--- config.mk ---
export PLATFORM = sky130hd
export DESIGN_NAME = dial_tap_code_recognizer_top
export DESIGN_NICKNAME = d
export VERILOG_FILES = /design/src/design/dtcr_pkg.sv /design/src/design/dtcr_front.sv /design/src/design/dtcr_fifo.sv /design/src/design/dtcr_back.sv /design/src/design/dial_tap_code_recognizer_top.sv
export SDC_FILE = /design/constraint.sdc
export NUM_CORES = 2
export LEC_CHECK = 0
export BUFFER_PORTS_ARGS = -buffer_cell sky130_fd_sc_hd__buf_2
export CORE_MARGIN = 3
export CORE_UTILIZATION = 40
export DETAILED_ROUTE_END_ITERATION = 10
export SYNTH_ARGS = -nofsm -noshare
export SYNTH_HDL_FRONTEND = slang
export SYNTH_SLANG_ARGS = --single-unit
--- constraint.sdc ---
create_clock -name clk -period 10.45 [get_ports clk]
set_clock_uncertainty 0.2 [all_clocks]
set_input_delay 1.045 -clock clk [delete_from_list [all_inputs] [get_ports clk]]
set_output_delay 1.045 -clock clk [all_outputs]
set_load 0.02 [all_outputs]
--- src/design/dtcr_pkg.sv ---
// shared types, constants and code table of the dial tap-code recognizer
package dtcr_pkg;

    localparam int CODE_LENGTH = 3;
    localparam int NUM_CODES   = 7;
    localparam int CNT_W       = $clog2(CODE_LENGTH + 1);
    localparam int FRAC_BITS   = 20;

    // tan(15 deg) in unsigned q0.20 (value below 0.5, top fraction bit dropped)
    localparam logic [18:0] TAN15_Q20 = 19'd280965;

    typedef logic [3:0]       hour_t;
    typedef logic [CNT_W-1:0] count_t;

    localparam hour_t  HOUR_NONE   = 4'd0;
    localparam hour_t  HOUR_CENTER = 4'd3;
    localparam hour_t  HOUR_HALF   = 4'd6;
    localparam hour_t  HOUR_TOP    = 4'd12;
    localparam count_t FULL_COUNT  = count_t'(CODE_LENGTH);

    typedef enum logic [2:0] {
        REG_CENTER_X     = 3'd0,
        REG_CENTER_Y     = 3'd1,
        REG_RING_RADIUS  = 3'd2,
        REG_HIT_MARGIN   = 3'd3,
        REG_TAP_GAP      = 3'd4,
        REG_TOTAL_WINDOW = 3'd5
    } cfg_reg_t;

    typedef struct packed {
        logic [9:0]  center_x;
        logic [9:0]  center_y;
        logic [8:0]  ring_radius;
        logic [7:0]  hit_margin;
        logic [15:0] tap_gap_ms;
        logic [15:0] total_window_ms;
    } dtcr_cfg_t;

    // classified tap handed from the front end to the sequencer
    typedef struct packed {
        hour_t       hour;
        logic [31:0] tap_ms;
    } dtcr_item_t;

    typedef struct packed {
        hour_t      dial_hour;
        logic       code_matched;
        logic [2:0] code_index;
        count_t     taps_held;
    } dtcr_result_t;

    localparam hour_t CODE_TABLE [NUM_CODES][CODE_LENGTH] = '{
        '{4'd1,  4'd2,  4'd3},
        '{4'd4,  4'd4,  4'd3},
        '{4'd1,  4'd7,  4'd5},
        '{4'd1,  4'd4,  4'd5},
        '{4'd2,  4'd9,  4'd5},
        '{4'd9,  4'd8,  4'd7},
        '{4'd12, 4'd11, 4'd10}
    };

endpackage

--- src/design/dtcr_front.sv ---
// front end: two-stage ring test and hour-sector classification of a touch
module dtcr_front (
    input  logic                clk,
    input  logic                rst_n,
    input  dtcr_pkg::dtcr_cfg_t cfg,
    input  logic                in_valid,
    output logic                in_ready,
    input  logic [9:0]          touch_x,
    input  logic [9:0]          touch_y,
    input  logic [31:0]         time_ms,
    output logic                out_valid,
    input  logic                out_ready,
    output dtcr_pkg::dtcr_item_t out_item
);
    import dtcr_pkg::*;

    // stage 1: offsets, magnitudes, ring bounds
    logic [10:0] dx;
    logic [10:0] dy;
    logic [10:0] dx_abs;
    logic [10:0] dy_abs;
    logic [8:0]  rmin;
    logic [9:0]  rmax;

    logic        s1_valid_reg;
    logic [9:0]  s1_a_reg;
    logic [9:0]  s1_b_reg;
    logic        s1_dx_neg_reg;
    logic        s1_dx_zero_reg;
    logic        s1_dy_neg_reg;
    logic        s1_dy_zero_reg;
    logic [8:0]  s1_rmin_reg;
    logic [9:0]  s1_rmax_reg;
    logic [31:0] s1_ms_reg;

    // stage 2: registered products
    logic        s2_valid_reg;
    logic [19:0] s2_aa_reg;
    logic [19:0] s2_bb_reg;
    logic [28:0] s2_ak_reg;
    logic [28:0] s2_bk_reg;
    logic [17:0] s2_rmin2_reg;
    logic [19:0] s2_rmax2_reg;
    logic [9:0]  s2_a_reg;
    logic [9:0]  s2_b_reg;
    logic        s2_dx_neg_reg;
    logic        s2_dx_zero_reg;
    logic        s2_dy_neg_reg;
    logic        s2_dy_zero_reg;
    logic [31:0] s2_ms_reg;

    logic        s1_ready;
    logic        s2_ready;
    logic        s1_take;
    logic        s2_take;

    logic [20:0] d2;
    logic        miss;
    logic [29:0] a_shift;
    logic [29:0] b_shift;
    hour_t       off;
    hour_t       hour_raw;
    hour_t       hour;

    assign s2_ready = !s2_valid_reg || out_ready;
    assign s1_ready = !s1_valid_reg || s2_ready;
    assign in_ready = s1_ready;
    assign s1_take  = in_valid && s1_ready;
    assign s2_take  = s1_valid_reg && s2_ready;

    always_comb
    begin
        dx     = {1'b0, touch_x} - {1'b0, cfg.center_x};
        dy     = {1'b0, touch_y} - {1'b0, cfg.center_y};
        dx_abs = dx[10] ? (11'd0 - dx) : dx;
        dy_abs = dy[10] ? (11'd0 - dy) : dy;
        rmin   = (cfg.ring_radius > {1'b0, cfg.hit_margin})
               ? (cfg.ring_radius - {1'b0, cfg.hit_margin}) : 9'd0;
        rmax   = {1'b0, cfg.ring_radius} + {2'b00, cfg.hit_margin};
    end

    always_ff @(posedge clk or negedge rst_n)
    begin
        if (!rst_n)
        begin
            s1_valid_reg <= 1'b0;
            s2_valid_reg <= 1'b0;
        end
        else
        begin
            if (s1_ready)
            begin
                s1_valid_reg <= in_valid;
            end
            if (s2_ready)
            begin
                s2_valid_reg <= s1_valid_reg;
            end
        end
    end

    always_ff @(posedge clk)
    begin
        if (s1_take)
        begin
            s1_a_reg       <= dx_abs[9:0];
            s1_b_reg       <= dy_abs[9:0];
            s1_dx_neg_reg  <= dx[10];
            s1_dx_zero_reg <= (dx == 11'd0);
            s1_dy_neg_reg  <= dy[10];
            s1_dy_zero_reg <= (dy == 11'd0);
            s1_rmin_reg    <= rmin;
            s1_rmax_reg    <= rmax;
            s1_ms_reg      <= time_ms;
        end
        if (s2_take)
        begin
            s2_aa_reg      <= s1_a_reg * s1_a_reg;
            s2_bb_reg      <= s1_b_reg * s1_b_reg;
            s2_ak_reg      <= {19'd0, s1_a_reg} * {10'd0, TAN15_Q20};
            s2_bk_reg      <= {19'd0, s1_b_reg} * {10'd0, TAN15_Q20};
            s2_rmin2_reg   <= s1_rmin_reg * s1_rmin_reg;
            s2_rmax2_reg   <= s1_rmax_reg * s1_rmax_reg;
            s2_a_reg       <= s1_a_reg;
            s2_b_reg       <= s1_b_reg;
            s2_dx_neg_reg  <= s1_dx_neg_reg;
            s2_dx_zero_reg <= s1_dx_zero_reg;
            s2_dy_neg_reg  <= s1_dy_neg_reg;
            s2_dy_zero_reg <= s1_dy_zero_reg;
            s2_ms_reg      <= s1_ms_reg;
        end
    end

    // ring test, sector offset from the vertical axis, then quadrant fold
    always_comb
    begin
        d2      = {1'b0, s2_aa_reg} + {1'b0, s2_bb_reg};
        miss    = (d2 < {3'b000, s2_rmin2_reg}) || (d2 > {1'b0, s2_rmax2_reg});
        a_shift = {s2_a_reg, {FRAC_BITS{1'b0}}};
        b_shift = {s2_b_reg, {FRAC_BITS{1'b0}}};

        if (a_shift < {1'b0, s2_bk_reg})
        begin
            off = 4'd0;
        end
        else if (s2_a_reg < s2_b_reg)
        begin
            off = 4'd1;
        end
        else if (b_shift < {1'b0, s2_ak_reg})
        begin
            off = 4'd3;
        end
        else
        begin
            off = 4'd2;
        end

        if (s2_dy_neg_reg && !s2_dx_neg_reg)
        begin
            hour_raw = off;
        end
        else if (!s2_dx_neg_reg && !s2_dx_zero_reg && !s2_dy_neg_reg)
        begin
            hour_raw = HOUR_HALF - off;
        end
        else if (!s2_dy_neg_reg && !s2_dy_zero_reg && (s2_dx_neg_reg || s2_dx_zero_reg))
        begin
            hour_raw = HOUR_HALF + off;
        end
        else
        begin
            hour_raw = HOUR_TOP - off;
        end

        if (miss)
        begin
            hour = HOUR_NONE;
        end
        else if (s2_dx_zero_reg && s2_dy_zero_reg)
        begin
            hour = HOUR_CENTER;
        end
        else if (hour_raw == HOUR_NONE)
        begin
            hour = HOUR_TOP;
        end
        else
        begin
            hour = hour_raw;
        end
    end

    assign out_valid       = s2_valid_reg;
    assign out_item.hour   = hour;
    assign out_item.tap_ms = s2_ms_reg;

endmodule

--- src/design/dtcr_fifo.sv ---
// two-entry queue of classified taps between front end and sequencer
module dtcr_fifo (
    input  logic                 clk,
    input  logic                 rst_n,
    input  logic                 in_valid,
    output logic                 in_ready,
    input  dtcr_pkg::dtcr_item_t in_item,
    output logic                 out_valid,
    input  logic                 out_ready,
    output dtcr_pkg::dtcr_item_t out_item
);
    import dtcr_pkg::*;

    dtcr_item_t  mem_reg [2];
    logic        wr_ptr_reg;
    logic        rd_ptr_reg;
    logic [1:0]  count_reg;
    logic [1:0]  count_next;
    logic        push;
    logic        pop;

    assign in_ready  = (count_reg != 2'd2);
    assign out_valid = (count_reg != 2'd0);
    assign push      = in_valid && in_ready;
    assign pop       = out_valid && out_ready;
    assign out_item  = mem_reg[rd_ptr_reg];

    always_comb
    begin
        count_next = count_reg;
        if (push && !pop)
        begin
            count_next = count_reg + 2'd1;
        end
        else if (pop && !push)
        begin
            count_next = count_reg - 2'd1;
        end
    end

    always_ff @(posedge clk or negedge rst_n)
    begin
        if (!rst_n)
        begin
            wr_ptr_reg <= 1'b0;
            rd_ptr_reg <= 1'b0;
            count_reg  <= 2'd0;
        end
        else
        begin
            if (push)
            begin
                wr_ptr_reg <= !wr_ptr_reg;
            end
            if (pop)
            begin
                rd_ptr_reg <= !rd_ptr_reg;
            end
            count_reg <= count_next;
        end
    end

    always_ff @(posedge clk)
    begin
        if (push)
        begin
            mem_reg[wr_ptr_reg] <= in_item;
        end
    end

`ifndef ASSERT_OFF
    // fill level never goes past the two entries
    a_count_bound: assert property (@(posedge clk) disable iff (!rst_n)
        count_reg != 2'd3)
        else $error("queue fill level out of range");

    // pointers stay apart by the fill level
    a_ptr_track: assert property (@(posedge clk) disable iff (!rst_n)
        ((count_reg == 2'd1) == (wr_ptr_reg != rd_ptr_reg)))
        else $error("queue pointers disagree with fill level");
`endif

endmodule

--- src/design/dtcr_back.sv ---
// sequencer: timeout handling, sliding tap window and code match
module dtcr_back (
    input  logic                   clk,
    input  logic                   rst_n,
    input  dtcr_pkg::dtcr_cfg_t    cfg,
    input  logic                   in_valid,
    output logic                   in_ready,
    input  dtcr_pkg::dtcr_item_t   in_item,
    output logic                   out_valid,
    input  logic                   out_ready,
    output dtcr_pkg::dtcr_result_t out_result
);
    import dtcr_pkg::*;

    hour_t        hours_reg  [CODE_LENGTH];
    hour_t        hours_next [CODE_LENGTH];
    count_t       count_reg;
    count_t       count_next;
    logic [31:0]  first_reg;
    logic [31:0]  first_next;
    logic [31:0]  last_reg;
    logic [31:0]  last_next;
    logic         out_valid_reg;
    dtcr_result_t result_reg;
    dtcr_result_t result_next;

    logic         take;
    logic [31:0]  gap;
    logic [31:0]  span;
    logic         expired;
    count_t       cnt_base;
    logic         matched;
    logic [2:0]   idx;

    assign in_ready   = !out_valid_reg || out_ready;
    assign take       = in_valid && in_ready;
    assign out_valid  = out_valid_reg;
    assign out_result = result_reg;

    always_comb
    begin
        hours_next = hours_reg;
        count_next = count_reg;
        first_next = first_reg;
        last_next  = last_reg;
        matched    = 1'b0;
        idx        = 3'd0;
        gap        = in_item.tap_ms - last_reg;
        span       = in_item.tap_ms - first_reg;
        expired    = (count_reg != '0) &&
                     ((gap > {16'd0, cfg.tap_gap_ms}) ||
                      (span > {16'd0, cfg.total_window_ms}));
        cnt_base   = expired ? '0 : count_reg;

        if (in_item.hour == HOUR_NONE)
        begin
            count_next = '0;
            first_next = 32'd0;
            last_next  = 32'd0;
        end
        else
        begin
            first_next = (cnt_base == '0) ? in_item.tap_ms : first_reg;
            if (cnt_base < FULL_COUNT)
            begin
                hours_next[cnt_base] = in_item.hour;
                count_next           = cnt_base + count_t'(1);
            end
            else
            begin
                for (int i = 0; i < CODE_LENGTH - 1; i++)
                begin
                    hours_next[i] = hours_reg[i + 1];
                end
                hours_next[CODE_LENGTH - 1] = in_item.hour;
            end
            last_next = in_item.tap_ms;

            if (count_next == FULL_COUNT)
            begin
                // first matching code in table order wins
                for (int k = 0; k < NUM_CODES; k++)
                begin
                    if (!matched &&
                        hours_next[0] == CODE_TABLE[k][0] &&
                        hours_next[1] == CODE_TABLE[k][1] &&
                        hours_next[2] == CODE_TABLE[k][2])
                    begin
                        matched = 1'b1;
                        idx     = 3'(k);
                    end
                end
                if (matched)
                begin
                    count_next = '0;
                    first_next = 32'd0;
                    last_next  = 32'd0;
                end
            end
        end

        result_next.dial_hour    = in_item.hour;
        result_next.code_matched = matched;
        result_next.code_index   = idx;
        result_next.taps_held    = count_next;
    end

    always_ff @(posedge clk or negedge rst_n)
    begin
        if (!rst_n)
        begin
            for (int i = 0; i < CODE_LENGTH; i++)
            begin
                hours_reg[i] <= HOUR_NONE;
            end
            count_reg     <= '0;
            first_reg     <= 32'd0;
            last_reg      <= 32'd0;
            out_valid_reg <= 1'b0;
        end
        else
        begin
            if (take)
            begin
                hours_reg <= hours_next;
                count_reg <= count_next;
                first_reg <= first_next;
                last_reg  <= last_next;
            end
            if (in_ready)
            begin
                out_valid_reg <= in_valid;
            end
        end
    end

    always_ff @(posedge clk)
    begin
        if (take)
        begin
            result_reg <= result_next;
        end
    end

`ifndef ASSERT_OFF
    // a waiting result reports the tap count the sequence holds now
    a_taps_track: assert property (@(posedge clk) disable iff (!rst_n)
        out_valid_reg |-> (result_reg.taps_held == count_reg))
        else $error("reported tap count differs from sequence state");

    // a match comes from an on-ring tap and empties the sequence
    a_match_clears: assert property (@(posedge clk) disable iff (!rst_n)
        (out_valid_reg && result_reg.code_matched) |->
        (result_reg.taps_held == '0 && result_reg.dial_hour != HOUR_NONE))
        else $error("match without cleared sequence");

    // a miss reports nothing held and no match
    a_miss_empty: assert property (@(posedge clk) disable iff (!rst_n)
        (out_valid_reg && result_reg.dial_hour == HOUR_NONE) |->
        (result_reg.taps_held == '0 && !result_reg.code_matched &&
         result_reg.code_index == 3'd0))
        else $error("miss left taps or a match");
`endif

endmodule

--- src/design/dial_tap_code_recognizer_top.sv ---
// top level of the dial tap-code recognizer: config registers and block wiring
//
// Each touch transfer (x, y, millisecond time) yields exactly one result
// transfer: the dial hour 1..12 (12 at top, clockwise, y growing downward) or
// 0 off the ring, a code-match flag with the code index, and the number of
// taps held. The block takes one touch per clock cycle sustained while the
// result side does not stall. A touch passes two front-end stages (offsets and
// magnitudes, then squares and the tan(15 deg) products), is classified into an
// hour as it enters a two-entry queue, and the sequencer updates the tap window
// and loads the output register the cycle it pops the queue. The queue and the
// output register let either side stall alone; s_tready drops only when the
// front stages and the queue are all full. Timeouts compare modulo-2^32 time
// differences with the gap and window limits. Configuration registers are
// written through cfg_wr_en/cfg_index/cfg_wdata and should only change while no
// touch is in flight; an index past the last register is ignored.
module dial_tap_code_recognizer_top (
    input  logic        clk,
    input  logic        rst_n,

    // touch stream
    input  logic        s_tvalid,
    output logic        s_tready,
    input  logic [55:0] s_tdata,   // touch_x[9:0], touch_y[19:10], time_ms[51:20], zero pad

    // result stream
    output logic        m_tvalid,
    input  logic        m_tready,
    output logic [15:0] m_tdata,   // dial_hour[3:0], code_matched[4], code_index[7:5],
                                   // taps_held[9:8], zero pad

    // configuration write port
    input  logic        cfg_wr_en,
    input  logic [2:0]  cfg_index,
    input  logic [15:0] cfg_wdata
);
    import dtcr_pkg::*;

    dtcr_cfg_t    cfg_reg;
    dtcr_item_t   front_item;
    logic         front_valid;
    logic         front_ready;
    dtcr_item_t   queue_item;
    logic         queue_valid;
    logic         queue_ready;
    dtcr_result_t result;

    // configuration registers, reset to the default dial geometry and timing
    always_ff @(posedge clk or negedge rst_n)
    begin
        if (!rst_n)
        begin
            cfg_reg.center_x        <= 10'd233;
            cfg_reg.center_y        <= 10'd238;
            cfg_reg.ring_radius     <= 9'd168;
            cfg_reg.hit_margin      <= 8'd42;
            cfg_reg.tap_gap_ms      <= 16'd1500;
            cfg_reg.total_window_ms <= 16'd4500;
        end
        else if (cfg_wr_en)
        begin
            unique case (cfg_index)
                REG_CENTER_X:     cfg_reg.center_x        <= cfg_wdata[9:0];
                REG_CENTER_Y:     cfg_reg.center_y        <= cfg_wdata[9:0];
                REG_RING_RADIUS:  cfg_reg.ring_radius     <= cfg_wdata[8:0];
                REG_HIT_MARGIN:   cfg_reg.hit_margin      <= cfg_wdata[7:0];
                REG_TAP_GAP:      cfg_reg.tap_gap_ms      <= cfg_wdata;
                REG_TOTAL_WINDOW: cfg_reg.total_window_ms <= cfg_wdata;
                default:          ;
            endcase
        end
    end

    // front end: ring test and sector classification
    dtcr_front u_front (
        .clk       (clk),
        .rst_n     (rst_n),
        .cfg       (cfg_reg),
        .in_valid  (s_tvalid),
        .in_ready  (s_tready),
        .touch_x   (s_tdata[9:0]),
        .touch_y   (s_tdata[19:10]),
        .time_ms   (s_tdata[51:20]),
        .out_valid (front_valid),
        .out_ready (front_ready),
        .out_item  (front_item)
    );

    // decoupling queue of classified taps
    dtcr_fifo u_fifo (
        .clk       (clk),
        .rst_n     (rst_n),
        .in_valid  (front_valid),
        .in_ready  (front_ready),
        .in_item   (front_item),
        .out_valid (queue_valid),
        .out_ready (queue_ready),
        .out_item  (queue_item)
    );

    // sequencer with the output register
    dtcr_back u_back (
        .clk        (clk),
        .rst_n      (rst_n),
        .cfg        (cfg_reg),
        .in_valid   (queue_valid),
        .in_ready   (queue_ready),
        .in_item    (queue_item),
        .out_valid  (m_tvalid),
        .out_ready  (m_tready),
        .out_result (result)
    );

    // pack the result, lowest field first
    assign m_tdata = {6'd0, result.taps_held, result.code_index,
                      result.code_matched, result.dial_hour};

endmodule

==> flow_summary.yaml <==
logic_synthesis:
  synth_warnings: 0
  async_reset_ff_share_pct: 31.2
  yosysUniqueCellTypes: 86
  synth_seq_area_share_pct: 34.7
  synth_top_area_share_pct: 25.1
  syn-instance-count: 3904
  synthTopCellsByArea: "edfxtp_1 (25%), ha_1 (18%), fa_1 (11%)"
  synth_edf_count: 339
  synth_commonest_cells: "inv_1 (623), ha_1 (587), edfxtp_1 (339), fa_1 (218), nand2_1 (210)"
  post-synth-top-count-cell: "inv_1"
  synth_area_mm2: 0.0405
  syn_area_per_cell_um2: 10.4
  synth_area_leader_cell: "edfxtp_1"
  synth.ff_latch_count: 493
  ys.flop_type: "edfxtp_1"
cells_and_area:
  drive_above_1_share_pct: 8.17
  nets: 4885
  n_antenna_cell: 0
  post-route-util_pct: 44.4
  final.fill_count: 9579
  area_growth_pct: 9.85
  register_area_mm2: 0.0141
  largest_reg_flops: 72
  multi_input_area_mm2: 0.0238
critical_path:
  r2r-end: "u_back.first_reg[2]"
  cp.arrival_ns: 9.70
  path_buf_inv: 3
  ff2ff_setup_slack_ns: 1.05
  end_kind: "register"
  cp-endpoint: "u_back.first_reg[2]"
  worstPathMaxFanout: 17
  crit_family: "simple AND/OR/NAND/NOR gates"
  worstRegToRegCells: 33
  crit_slowest_cell: "nor4_1"
  worstPathRequired_ns: 10.75
  slowest_delay_ns: 0.73
  start_kind: "register"
  worstSetupPathType: "register to register"
  rr_startpoint: "u_fifo.rd_ptr_reg"
  cp.depth: 33
  startpoint: "u_fifo.rd_ptr_reg"
routing:
  ant_nets: 0
  drc: 0
  wl_mm: 94.3
  vias_per_cell: 5.17
  drtIter0Drc: 1785
  vias: 27900
  drtPass1Iterations: 5
  routedWlPerCell_um: 17.5
global_route:
  track_usage_pct: 18.1
  grt_pass1_wl_mm: 150
  grt_pass1_vias: 27300
  grt.overflow.total: 0
  antenna_found_initial: 3
  grt_max_degree: 147
clock_tree:
  cts_hold_buf: 0
  path_clk_slew_ns: 0.06
  cts_setup_buffers: 0
  cts_tree: "yes"
  cts_buffers: 57
  cts_sinks: 493
  cts_resized: 0
  clkLatencyLatePin_ns: 0.67
  cts_max_level: 2
  cts_buffer_depth: 3
  cts_root_buffer: "clkbuf_16"
placed_design:
  place_congestion: 0.908
  dpl.hpwl_mm: 73.0
  port_buffers: 87
timing:
  tns_ns: 0
  fin_crit_sh_pct: 89.9
  finalSetupViolCount: 0
  hold_violations: 0
  slew_viol_final: 0
  rsz0062_at_grt: "false"
  period_minus_slack_ns: 9.40
  timing.fmax_ghz: 0.106
  slew_headroom_pct: 26.1
  worst_slew_pin_slew_ns: 1.11
floorplan:
  rows: 116
  fp.dieH_um: 324
  fp.dieW_um: 324
  design.die.area_mm2: 0.105
  start_util_pct: 40.4
  core_area_mm2: 0.100
  io_pins: 98
flow_run:
  drv_cap: 0
status:
  outcome: "complete, no violations"
worst_hold_path:
  hold_class: "primary input to async pin"
-- logic make-up after synthesis --
group | share of synthesized area, %
fa+ha+maj | 28.9
buf+inv | 6.76
xor+xnor | 4.67
compound gates | 11.7
other cells | 0.00926
simple gates | 11.0
flops | 34.7
mux | 2.27
-- worst register-to-register path, delay by kind of cell, from the launching register on --
kind,cells,cell delay [ns]
and+or+nand+nor,15,3.49
AOI/OAI and AO/OA,10,2.50
adders and majority gates,3,0.98
DFF,1,0.69
muxes,1,0.64
buffers and inverters,3,0.58
xor gates and xnor gates,1,0.13
-- layout by cell type (no fill, tap or decap), drive strengths merged, types with 125 or more instances in the layout --
master  count
a21oi     198
dfrtp     125
edfxtp    339
inv       626
ha        587
nor2      198
nand2     210
fa        218
o21ai     141
xnor2     158
-- layout make-up --
cell class              instances  area share [%]
repair buffers                113            1.46
clock buffers                  74            3.51
inverters                     628            5.30
clock inverters                34           0.824
well taps                    1357            3.82
flip-flops and latches        493            31.6
multi-input cells            2707            53.5
-- metal layers --
layer,vias to the layer above,track usage (%),part of all wire (%)
met1,13600,27.1,50
met5,-,0,0.014
met3,95,2.63,4.9
met4,2,3.92,1.7
met2,530,27.6,43
li1,13800,-,-
-- how the worst min path moves through the flow --
stage                                        end                   start  depth (start not counted)  slack [ns]
final                        u_back.last_reg[23]                   rst_n                          1        0.11
after global routing         u_back.last_reg[23]                   rst_n                          1        0.12
after CTS                    u_back.last_reg[23]                   rst_n                          1        0.09
after detailed placement  u_front.s2_dy_zero_reg  u_front.s1_dy_zero_reg                          0        0.20
after global placement     u_front.s2_ms_reg[16]   u_front.s1_ms_reg[16]                          0        0.20
after floorplan            u_front.s2_dx_neg_reg   u_front.s1_dx_neg_reg                          0        0.20
-- per-stage QoR --
step	hold WS, ns	setup slack [ns]	instances	area (um2)
final	0.111	1.05	5406	44500
after global routing	0.118	0.383	5406	44500
after CTS	0.0888	1.13	5406	44500
after detailed placement	0.205	1.17	5298	42600
after global placement	0.202	1.19	5298	42600
after floorplan	0.200	2.49	3909	40500
Power is left out: the tool's default activity adds up to more than one toggle a clock period on the data nets, which glitch-free logic cannot reach.
